## config.mk

```make
export PLATFORM = sky130hd
export DESIGN_NAME = spt_ctrl
export DESIGN_NICKNAME = d
export VERILOG_FILES = /design/src/rtl/core/spt_pkg.sv /design/src/rtl/core/spt_ctrl.sv
export SDC_FILE = /design/constraint.sdc
export NUM_CORES = 1
export LEC_CHECK = 0
export BUFFER_PORTS_ARGS = -buffer_cell sky130_fd_sc_hd__buf_4
export CORE_AREA = 4 4 41 43
export CTS_BUF_LIST = sky130_fd_sc_hd__clkbuf_8
export DETAILED_ROUTE_END_ITERATION = 10
export DIE_AREA = 0 0 45 47
export PLACE_DENSITY_LB_ADDON = 0.2
export REMOVE_ABC_BUFFERS = 1
export SYNTH_ARGS = -nofsm -noshare
export SYNTH_HDL_FRONTEND = slang
export SYNTH_SLANG_ARGS = --single-unit
export TNS_END_PERCENT = 1
```

## constraint.sdc

```tcl
create_clock -name clk -period 2.2 [get_ports clk]
set_clock_uncertainty 0.2 [all_clocks]
set_input_delay 0.33 -clock clk [delete_from_list [all_inputs] [get_ports clk]]
set_output_delay 0.33 -clock clk [all_outputs]
set_load 0.01 [all_outputs]
```

## src/rtl/core/spt_pkg.sv

```systemverilog
// Shared types and constants for the stride prefetch table.
package spt_pkg;

  localparam int unsigned SETS_DEF = 16;
  localparam int unsigned WAYS_DEF = 4;
  localparam int unsigned XLEN     = 64;
  localparam int unsigned BOB_W    = 4;

  localparam logic [BOB_W-1:0] BOB_RESET = 4'd6;

  localparam logic [1:0] CONF_MAX   = 2'd3;
  localparam logic [1:0] CONF_PF    = 2'd2;
  localparam logic [1:0] CONF_ADOPT = 2'd1;
  localparam logic [1:0] CONF_NEW   = 2'd0;

  typedef struct packed {
    logic            valid;
    logic [XLEN-1:0] pc;
    logic [XLEN-1:0] prev_line;
    logic [XLEN-1:0] stride;
    logic [1:0]      conf;
  } spt_entry_t;

  localparam int unsigned ENT_W = $bits(spt_entry_t);

  // controller -> datapath commands
  typedef struct packed {
    logic load;     // input beat taken, start row read
    logic capture;  // row data back, pick way
    logic commit;   // write row back, load result register
    logic clear;    // post-reset sweep writes a reset row
  } spt_cmd_t;

endpackage

```

## src/rtl/core/spt_ctrl.sv

```systemverilog
// Sequencing controller: clear sweep, read, update and result handshake.
module spt_ctrl #(
  parameter int unsigned SETS = spt_pkg::SETS_DEF
) (
  input  logic                                     clk,
  input  logic                                     rst_n,
  input  logic                                     in_valid,
  output logic                                     in_ready,
  output logic                                     out_valid,
  input  logic                                     out_ready,
  output spt_pkg::spt_cmd_t                        cmd,
  output logic [(SETS > 1 ? $clog2(SETS) : 1)-1:0] clr_idx
);
  import spt_pkg::*;

  localparam int unsigned SET_W = SETS > 1 ? $clog2(SETS) : 1;

  typedef enum logic [1:0] {S_CLEAR, S_IDLE, S_READ, S_UPD} state_t;

  state_t           state_r, state_nxt;
  logic [SET_W-1:0] clr_cnt_r, clr_cnt_nxt;
  logic             out_valid_r, out_valid_nxt;

  always_comb begin
    state_nxt     = state_r;
    clr_cnt_nxt   = clr_cnt_r;
    out_valid_nxt = out_valid_r;
    cmd           = '0;
    in_ready      = 1'b0;

    if (out_valid_r && out_ready) begin
      out_valid_nxt = 1'b0;
    end

    case (state_r)
      S_CLEAR: begin
        cmd.clear = 1'b1;
        if (clr_cnt_r == SET_W'(SETS - 1)) begin
          state_nxt = S_IDLE;
        end else begin
          clr_cnt_nxt = clr_cnt_r + 1'b1;
        end
      end
      S_IDLE: begin
        in_ready = 1'b1;
        if (in_valid) begin
          cmd.load  = 1'b1;
          state_nxt = S_READ;
        end
      end
      S_READ: begin
        cmd.capture = 1'b1;
        state_nxt   = S_UPD;
      end
      S_UPD: begin
        // hold the update until the result register has room
        if (!out_valid_r || out_ready) begin
          cmd.commit    = 1'b1;
          out_valid_nxt = 1'b1;
          state_nxt     = S_IDLE;
        end
      end
      default: begin
        state_nxt = S_IDLE;
      end
    endcase
  end

  always_ff @(posedge clk) begin
    if (!rst_n) begin
      state_r     <= S_CLEAR;
      clr_cnt_r   <= '0;
      out_valid_r <= 1'b0;
    end else begin
      state_r     <= state_nxt;
      clr_cnt_r   <= clr_cnt_nxt;
      out_valid_r <= out_valid_nxt;
    end
  end

  assign out_valid = out_valid_r;
  assign clr_idx   = clr_cnt_r;

`ifndef ASSERT_OFF
  a_one_in_flight: assert property (@(posedge clk) disable iff (!rst_n)
    (in_valid && in_ready) |=> !in_ready)
    else $error("input taken while an item is in flight");

  a_commit_shows: assert property (@(posedge clk) disable iff (!rst_n)
    cmd.commit |=> out_valid)
    else $error("committed result not presented");

  a_upd_waits: assert property (@(posedge clk) disable iff (!rst_n)
    (state_r == S_UPD && out_valid_r && !out_ready) |=> (state_r == S_UPD))
    else $error("update left while result register full");
`endif

endmodule

```

# == Word-level counts from Yosys, hierarchy flattened ==
# Cells that the tools add are included.
# op_classes
eq_ne,7
n_bitwise,1
n_reduce_logical,6
n_addsub,1
n_mux,14
# op_table
operator,count
1-bit 2-to-1 mux,10
2-bit case mux with 4 select lines,1
2-bit 2-to-1 mux,3
2-bit != test (second input constant),3
4-bit by 1-bit adder with 4-bit output (second input constant),1
2-bit == test (second input constant),2
4-bit == test (second input constant),1
3-bit AND reduction,1
2-bit by 1-bit == test with 1-bit output (second input constant),1
2-bit logical NOT,1
2-bit AND reduction,1
1-bit logical AND,1
1-bit logical NOT,1
1-bit logical OR,1
1-bit NOT,1
# word_totals
reg_bits,7

# == Logic depth before layout (Yosys ltp) ==
# Gate-level depths: netlist of run 1.
# logic_depth
word_depth,4
ltp_mapped,5

# == Least setup slack after synthesis of run 1 ==
# OpenSTA, ideal clock, no wires.
# synth_timing
path_type,flip-flop to flip-flop
startpoint,register state_r[0]
endpoint,register state_r[0]
setup_time_ns,0.072
period_less_slack_ns,1.662
t_arrival_ns,1.390
path_buffers,0
required_time_ns,1.928
slack_ns,0.538
stages_incl_launch_ff,5
path_cell_list,dfxtp_1 -> inv_1 -> ha_1 -> a222oi_1 -> mux2i_1
# synth_via
elab_chain_len,3
# synth_rtl
element,line,rtl
from (decl),spt_ctrl.sv:20,"state_t state_r, state_nxt;"
from (signal assigned),spt_ctrl.sv:75,state_r <= state_nxt;
"2-bit == test, or another cell as far along",spt_ctrl.sv:35,case (state_r)
2-bit != test (no source line),-,
3-bit AND reduction (no source line),-,
# Several ways; a longest one is shown, not always the timed one.
# A chain may end at the register's enable or synchronous reset.

# == Worst setup path in the final report of run 1 ==
# layout_timing
startpoint,register state_r[0]
endpoint,register state_r[1]
# Same word-level chain as after synthesis.

==> results.py, run 1 <==
metrics = {
    "outcome": {
        "outcome": "complete, no violations",
    },
    "worst_hold_path": {
        "min_to": "out_valid",
        "hold_path.class": "primary input to flip-flop",
        "hp-start": "out_ready",
        "hold_depth": 4,
    },
    "global_routing": {
        "grt_pass1_vias": 295,
        "grt_usage_pct": 9.41,
        "grt_pass1_wl_mm": 1.29,
        "antenna_found_initial": 0,
        "grt_overflow": 0,
        "grt_max_degree": 7,
    },
    "clocking": {
        "numCtsBuffers": 3,
        "clock_sinks": 7,
        "cts_tree": "built",
        "clk_pin_slew_ns": 0.04,
        "cts_resized": 0,
        "htreeDepth": 1,
        "cts_setup_buffers": 0,
        "cts.path.max_buffers": 2,
        "ctsRootBufferMaster": "clkbuf_8",
        "clk_latency_ns": 0.23,
        "ctsHoldBuffers": 0,
    },
    "floorplan": {
        "die_y_um": 47,
        "io_pins": 14,
        "die_w_um": 45,
        "die-area_um2": 2120,
        "core_area_um2": 1300,
        "row_count": 13,
        "start_util_pct": 30.4,
    },
    "worst_setup_path": {
        "required_ns": 2.16,
        "rrSetupSlack_ns": 0.45,
        "critPathLaunchType": "flip-flop",
        "rr_worst_depth": 4,
        "crit_path_max_fanout": 6,
        "path_class": "flip-flop to flip-flop",
        "rr_endpoint": "state_r[1]",
        "critPathArrivalTime_ns": 1.71,
        "end_kind": "flip-flop",
        "reg2reg_from": "state_r[0]",
    },
    "route": {
        "drc_errors": 0,
        "num_vias": 361,
        "drt_first_iter_violations": 10,
        "drtAntennaViolNets": 0,
        "post_drt_wl_per_cell_um": 10.6,
        "drt_wl_total_um": 805,
        "avgViaCountPerCell": 4.75,
        "first_pass_iters": 4,
    },
    "placement": {
        "dpl-instance-area_um2": 512,
        "gp_congestion": 0.650,
        "port_buffers": 13,
        "place_hpwl_um": 623,
        "post-place-ws_ns": 0.431,
    },
    "logic_synthesis": {
        "synth_top_area_cell": "dfxtp_1",
        "ys_ff_latch": 7,
        "synth.avg_cell_area_um2": 8.99,
        "ys_types": 19,
        "yosys-top-cells-area": "dfxtp_1 (35%), ha_1 (19%), mux2i_1 (5.1%), inv_1 (4.7%), a21oi_1 (3.8%)",
        "seq_area_frac_synth_pct": 35.4,
        "syn-cell-area_um2": 395,
        "synth_top_area_share_pct": 35.4,
        "synthCells": 44,
        "synth_warnings": 0,
    },
    "sta": {
        "maxSlewViolCount": 0,
        "period_needed_ns": 1.75,
        "fmax_mhz": 571,
        "finalSetupViolCount": 0,
        "holdWs_ns": 0.195,
        "hold_viol_final": 0,
        "worst_pin_slew_ns": 0.519,
        "rsz0062_at_grt": "false",
        "setup_slack_ns": 0.447,
        "slew_headroom_pct": 65.4,
        "tns_ns": 0,
        "period_share_pct": 79.7,
    },
    "layout": {
        "diodes": 0,
        "final_common_cell": "buf_4",
        "fin_area_um2": 557,
        "syn2layout_area_growth_pct": 40.8,
        "layout_common_cells": "buf_4 (13), dfxtp_1 (7), inv_1 (6), ha_1 (6)",
        "drive_above_1_share_pct": 29.5,
        "nNetsFinal": 72,
    },
    "flow_run": {
        "cap_violations": 0,
    },
    "power": {
        "powerDensity_nw_per_um2": 780,
        "p_leak_nw": 0.270,
        "peakVddDrop_uv": 416,
    },
}
-- how the worst max path moves through the flow --
stage                from    endpoint  slack (ns)  depth (start not counted)
4_1_cts        state_r[0]  state_r[1]        0.42                          4
5_1_grt        state_r[0]  state_r[1]        0.30                          4
6_report       state_r[0]  state_r[1]        0.45                          4
3_3_place_gp   state_r[0]  state_r[1]        0.48                          4
3_5_place_dp   state_r[0]  state_r[1]        0.43                          4
2_1_floorplan  state_r[0]  state_r[0]        0.54                          4
-- per-layer routing --
layer	GRT usage [%]	vias to the layer above	wire (um)
met1	9.13	156	330
met4	8.77	0	29
li1	-	190	-
met2	13.3	10	356
met5	0	-	0
met3	6.51	5	89
-- where the power goes --
group	internal (mW)	switching, mW
Combinational	0.0519	0.0481
Sequential	0.142	0.0154
Clock	0.121	0.0559
-- synthesized netlist by cell type --
cell and instances:
nand2b_1 1, ha_1 6, nand3_1 3, nor3_1 1
inv_1 5, and4b_2 1, nor2_1 2, o41ai_1 1
a21oi_1 3, o311ai_0 1, and2_1 1, nand2_1 3
dfxtp_1 7, a222oi_1 1, o21ai_0 2, and3_2 1
or3_1 1, mux2i_1 2, nor2b_1 2
-- sequential cells by signal, summed over array words and instances, names as in the netlist --
register / flops
out_valid: 1
clr_idx: 4
state_r: 2
-- stage by stage --
stage / total power, mW / util, % / std cells
floorplan: 0.217 / - / 44
finish: 0.434 / 42.8 / 76
global route: 0.465 / 42.8 / 76
detailed placement: 0.263 / 39.3 / 72
global placement: 0.262 / 39.3 / 72
CTS: 0.445 / 42.8 / 76
-- critical path: stages, from the launching register on --
cell,delay [ns]
dfxtp_1,0.39
inv_1,0.09
ha_1,0.26
a222oi_1,0.52
mux2i_1,0.22
-- area by class of cell --
class	count	area, um2
Clock inverter	1	3.75
Sequential cell	7	140
Multi-Input combinational cell	32	236
Tap cell	15	18.8
Timing Repair Buffer	13	97.6
Fill cell	143	744
Clock buffer	3	41.3
Inverter	5	18.8
-- kinds of logic after synthesis --
logic type	count (synthesis)	synth area share, %
and+or+nand+nor	16	22.5
AOI/OAI and AO/OA	8	13.3
muxes	2	5.06
buffers and inverters	5	4.75
adders and majority gates	6	19.0
DFF	7	35.4
No activity file was read; power rests on OpenSTA's default activity.
==> run 2: changes to the inputs <==
==> constraint.sdc (replaced) <==
create_clock -name clk -period 1.6 [get_ports clk]
set_clock_uncertainty 0.2 [all_clocks]
set_input_delay 0.24 -clock clk [delete_from_list [all_inputs] [get_ports clk]]
set_output_delay 0.24 -clock clk [all_outputs]
set_load 0.01 [all_outputs]
==> run 2 against run 1 <==
Effect of this change: hold slack got worse by 0.093 ns; largest power group unchanged; combinational power is 86% higher; sequential share of layout area decreased by 2.1 points; via count up 6.1%; critical path type is now flip-flop to primary output; total power rose by 49%; utilization up 5.6 points.
==> results.py, run 2 (synthesized netlist as in run 1, its figures left out) <==
metrics = {
    "route": {
        "first_pass_iters": 4,
        "drt_first_iter_violations": 5,
        "drtAntennaViolNets": 0,
        "drc_errors": 0,
        "drt_wl_total_um": 855,
        "post_drt_wl_per_cell_um": 10.4,
        "num_vias": 383,
        "avgViaCountPerCell": 4.67,
    },
    "sta": {
        "rsz0062_at_grt": "true",
        "period_share_pct": 95.9,
        "finalSetupViolCount": 0,
        "setup_slack_ns": 0.0662,
        "hold_viol_final": 0,
        "slew_headroom_pct": 80.8,
        "worst_pin_slew_ns": 0.288,
        "period_needed_ns": 1.53,
        "fmax_mhz": 652,
        "maxSlewViolCount": 0,
    },
    "global_routing": {
        "grt_overflow": 0,
        "grt_usage_pct": 9.03,
        "grt_pass1_vias": 320,
        "grt_pass1_wl_mm": 1.26,
        "grt_max_degree": 7,
        "antenna_found_initial": 0,
    },
    "floorplan": {
        "core_area_um2": 1300,
        "start_util_pct": 30.4,
        "io_pins": 14,
        "die_y_um": 47,
        "die-area_um2": 2120,
        "die_w_um": 45,
        "row_count": 13,
    },
    "layout": {
        "syn2layout_area_growth_pct": 59.2,
        "fin_util_pct": 48.4,
        "drive_above_1_share_pct": 50.7,
        "layout_common_cells": "buf_4 (19), inv_1 (4), dfxtp_2 (4)",
        "largest_reg_flops": 4,
        "diodes": 0,
        "final_common_cell": "buf_4",
        "finalNonFillerCells": 82,
        "nNetsFinal": 78,
    },
    "flow_run": {
        "cap_violations": 0,
    },
    "worst_hold_path": {
        "hp-start": "rst_n",
        "hold_path.class": "primary input to flip-flop",
    },
    "power": {
        "p_leak_nw": 0.299,
        "p_switching_mw": 0.176,
        "p_seq_share_pct": 34.3,
        "internal_power_mw": 0.471,
        "peakVddDrop_uv": 583,
        "p_sw_share_pct": 27.2,
        "powerDensity_nw_per_um2": 1030,
        "pwr-share-clk_pct": 36.9,
        "combPwrFrac_pct": 28.7,
    },
    "clocking": {
        "htreeDepth": 1,
        "cts.path.max_buffers": 2,
        "ctsRootBufferMaster": "clkbuf_8",
        "clk_latency_ns": 0.22,
        "clock_sinks": 7,
        "clk_pin_slew_ns": 0.04,
        "cts_tree": "built",
        "cts_setup_buffers": 0,
        "numCtsBuffers": 3,
        "ctsHoldBuffers": 0,
    },
    "worst_setup_path": {
        "critPathLaunch": "state_r[0]",
        "critPathLaunchType": "flip-flop",
        "required_ns": 1.16,
        "critPathArrivalTime_ns": 1.09,
        "end_kind": "primary output",
        "path_class": "flip-flop to primary output",
        "crit_path_max_fanout": 4,
        "reg2reg_from": "clr_idx[1]",
    },
    "placement": {
        "port_buffers": 13,
        "post-place-ws_ns": -0.000503,
        "gp_congestion": 0.711,
        "place_inst": 78,
    },
    "outcome": {
        "outcome": "complete, no violations",
    },
}
## run 2: final timing paths
| check | slack, ns | cells past startpoint | end |
|---|---|---|---|
| setup / recovery | 0.07 | 4 | cmd[0] |
| hold / removal | 0.10 | 3 | state_r[0] |
| setup reg to reg | 0.09 | 5 | state_r[1] |
| hold reg to reg | 0.36 | 2 | clr_idx[3] |
## run 2: power groups by stage
stage | sequential, mW | clock, mW | combinational [mW]
2_1_floorplan | 0.225 | 0 | 0.0730
3_3_place_gp | 0.214 | 0 | 0.180
3_5_place_dp | 0.214 | 0 | 0.179
4_1_cts | 0.212 | 0.246 | 0.180
5_1_grt | 0.227 | 0.261 | 0.206
6_report | 0.222 | 0.239 | 0.186
## run 2: what timing repair did
action	in CTS	in global routing
setup endpoints to repair	4	5
resized for setup	2	10
pin swaps	0	2
## run 2: worst max-delay path, stage by stage, from the launching register on
cell and delay [ns]:
dfxtp_2 0.35, inv_2 0.05, ha_2 0.19, buf_4 0.14, buf_4 0.14
## run 2: area by class of cell
type,instances,area (um2)
fill,135,672
multi-input combinational,32,259
sequential,7,145
timing repair buffer,19,143
clock buffer,3,41.3
inverter,5,18.8
tap,15,18.8
clock inverter,1,3.75
## run 2: stage by stage
step	setup TNS, ns	power, mW	area, um2	hold WS [ns]
4_1_cts	0	0.637	604	0.0997
3_3_place_gp	0	0.394	557	0.337
2_1_floorplan	-0.124	0.298	395	0.186
3_5_place_dp	-0.000503	0.392	557	0.334
6_report	0	0.647	629	0.102
5_1_grt	-0.0384	0.693	629	0.101
## run 2: metal layers
layer | track usage (%) | part of all wire [%]
met1 | 9.61 | 42
met4 | 5.26 | 1.2
met5 | 0 | 0
met3 | 6.90 | 8.3
met2 | 12.7 | 48
==> run 3: changes to the inputs <==
--- a/config.mk
+++ b/config.mk
@@ -5,6 +5,7 @@
 export SDC_FILE = /design/constraint.sdc
 export NUM_CORES = 1
 export LEC_CHECK = 0
+export ABC_AREA = 1
 export BUFFER_PORTS_ARGS = -buffer_cell sky130_fd_sc_hd__buf_4
 export CORE_AREA = 4 4 41 43
 export CTS_BUF_LIST = sky130_fd_sc_hd__clkbuf_8
==> run 3 against run 2 <==
Effect of this change: first-iteration DRC count unchanged; routed wire length increased by 3.9%; non-clock buffer count decreased by 6; total power increased by 73%; register-to-register slack improved by 0.14 ns; clock-buffer cell count unchanged; global-route usage increased by 0.78 points.
==> results.py, run 3 <==
metrics = {
    "logic_synthesis": {
        "syn-cell-area_um2": 417,
        "ys_types": 15,
        "async_flop_share_pct": 0,
        "synth-main-ff-cell": "dfxtp_1",
        "synth_top_area_cell": "dfxtp_1",
        "yosys-top-cells-area": "dfxtp_1 (34%), ha_1 (18%), inv_1 (8.1%), nand2_1 (8.1%), nor2_1 (8.1%)",
        "synth_top_area_share_pct": 33.6,
        "ys_ff_latch": 7,
        "synth.avg_cell_area_um2": 7.58,
        "synth-edff-count": 0,
        "yosys-top-cells-count": "inv_1 (9), nand2_1 (9), nor2_1 (9), dfxtp_1 (7), ha_1 (6)",
        "seq_area_frac_synth_pct": 33.6,
        "synth_warnings": 0,
        "synthCells": 55,
    },
    "worst_setup_path": {
        "cp_cell_sequence": "inv_1, ha_1, buf_4",
        "critPathBufInv": 2,
        "rr_endpoint": "state_r[0]",
        "reg2reg_from": "state_r[1]",
        "rrSetupSlack_ns": 0.23,
        "path_class": "flip-flop to primary output",
        "critPathArrivalTime_ns": 1.07,
        "critPathSlowestCell": "dfxtp_2",
        "crit_path_max_fanout": 5,
        "end_kind": "primary output",
        "rr_worst_depth": 7,
        "critPathTopFamily": "flip-flops",
        "critPathLaunchType": "flip-flop",
        "required_ns": 1.16,
        "cp_slowest_stage_delay_ns": 0.36,
    },
    "route": {
        "drtAntennaViolNets": 0,
        "drt_first_iter_violations": 5,
        "post_drt_wl_per_cell_um": 10.2,
        "drt_wl_total_um": 888,
        "num_vias": 392,
        "first_pass_iters": 4,
        "avgViaCountPerCell": 4.51,
        "drc_errors": 0,
    },
    "floorplan": {
        "row_count": 13,
        "core_area_um2": 1300,
        "die_w_um": 45,
        "die-area_um2": 2120,
        "io_pins": 14,
        "die_y_um": 47,
        "start_util_pct": 32.0,
    },
    "clocking": {
        "ctsRootBufferMaster": "clkbuf_8",
        "cts.path.max_buffers": 2,
        "clk_latency_ns": 0.23,
        "htreeDepth": 1,
        "cts_setup_buffers": 0,
        "clk_pin_slew_ns": 0.04,
        "numCtsBuffers": 3,
        "clock_sinks": 7,
        "cts_tree": "built",
    },
    "layout": {
        "drive_above_1_share_pct": 31.9,
        "nNetsFinal": 83,
        "syn2layout_area_growth_pct": 39.9,
        "diodes": 0,
        "final_common_cell": "buf_4",
        "register_area_um2": 143,
        "layout_common_cells": "buf_4 (13), inv_1 (10), nand2_1 (9), nor2_1 (9)",
        "fillers": 145,
        "largest_reg_flops": 4,
        "multi_input_area_um2": 239,
    },
    "power": {
        "peakVddDrop_uv": 898,
        "powerDensity_nw_per_um2": 1930,
        "finalPower_mw": 1.12,
        "p_leak_nw": 0.305,
    },
    "placement": {
        "post-place-ws_ns": 0.180,
        "port_buffers": 13,
        "gp_congestion": 0.769,
    },
    "worst_hold_path": {
        "hold_path.class": "primary input to flip-flop",
        "hold_depth": 3,
        "hp-start": "rst_n",
        "min_to": "state_r[1]",
    },
    "global_routing": {
        "grt_pass1_wl_mm": 1.40,
        "grt_usage_pct": 9.81,
        "grt_max_degree": 8,
        "grt_pass1_vias": 322,
        "grt_overflow": 0,
        "antenna_found_initial": 0,
    },
    "sta": {
        "holdWs_ns": 0.0800,
        "hold_viol_final": 0,
        "worst_pin_slew_ns": 0.172,
        "slew_headroom_pct": 88.5,
        "period_share_pct": 94.1,
        "rsz0062_at_grt": "false",
        "period_needed_ns": 1.51,
        "tns_ns": 0,
        "finalSetupViolCount": 0,
        "maxSlewViolCount": 0,
        "setup_slack_ns": 0.0937,
        "fmax_mhz": 664,
    },
    "flow_run": {
        "cap_violations": 0,
    },
    "outcome": {
        "outcome": "complete, no violations",
    },
}
==> run 3: routing by layer <==
layer	global-route usage [%]	up-vias	part of all wire, %
li1	-	207	-
met3	3.45	5	6.3
met1	11.9	172	46
met4	10.5	0	3.9
met5	0	-	0
met2	12.7	8	44
==> run 3: timing repair <==
item                                    in CTS  in global routing
gates resized for setup                      0                  3
hold buffers                                 0                  0
endpoints found under the setup margin       0                  3
==> run 3: power by group <==
part	internal [mW]	leakage [nW]	switching (mW)
Clock	0.166	0.0269	0.0833
Combinational	0.254	0.220	0.316
Sequential	0.239	0.0581	0.0643
Total	0.659	0.305	0.463
==> run 3: worst reg2reg max path, delay by kind of cell, from the launching register on <==
family                     cells  cell delay, ns
and+or+nand+nor                5            0.49
DFF                            1            0.35
adders and majority gates      1            0.19
buffers and inverters          1            0.08
==> run 3: per-stage QoR <==
stage	cell area [um2]	cells	utilization [%]
4_1_cts	578	87	44.4
2_1_floorplan	417	55	-
3_3_place_gp	533	83	41.0
3_5_place_dp	533	83	41.0
5_1_grt	583	87	44.8
6_report	583	87	44.8
==> run 3: worst max path at each step <==
stage,from,to,slack [ns],depth (start not counted)
6_report,state_r[0],cmd[0],0.09,3
5_1_grt,state_r[1],cmd[3],0.03,5
4_1_cts,state_r[1],cmd[3],0.01,5
3_5_place_dp,state_r[1],state_r[1],0.18,7
3_3_place_gp,state_r[1],state_r[0],0.20,7
2_1_floorplan,state_r[0],clr_idx[3],0.26,7
==> run 3: area by class of cell <==
cell class / count / area share, %
sequential: 7 / 24.5
multi-input combinational: 38 / 41.0
tap: 15 / 3.22
clock inverter: 1 / 0.644
inverter: 10 / 6.87
clock buffer: 3 / 7.08
timing repair buffer: 13 / 16.7
==> run 3: cell families after synthesis <==
logic type	Yosys count	synth area share, %
buffers and inverters	10	9.61
DFF	7	33.6
AOI/OAI and AO/OA	7	9.31
adders and majority gates	6	18.0
and+or+nand+nor	25	29.4
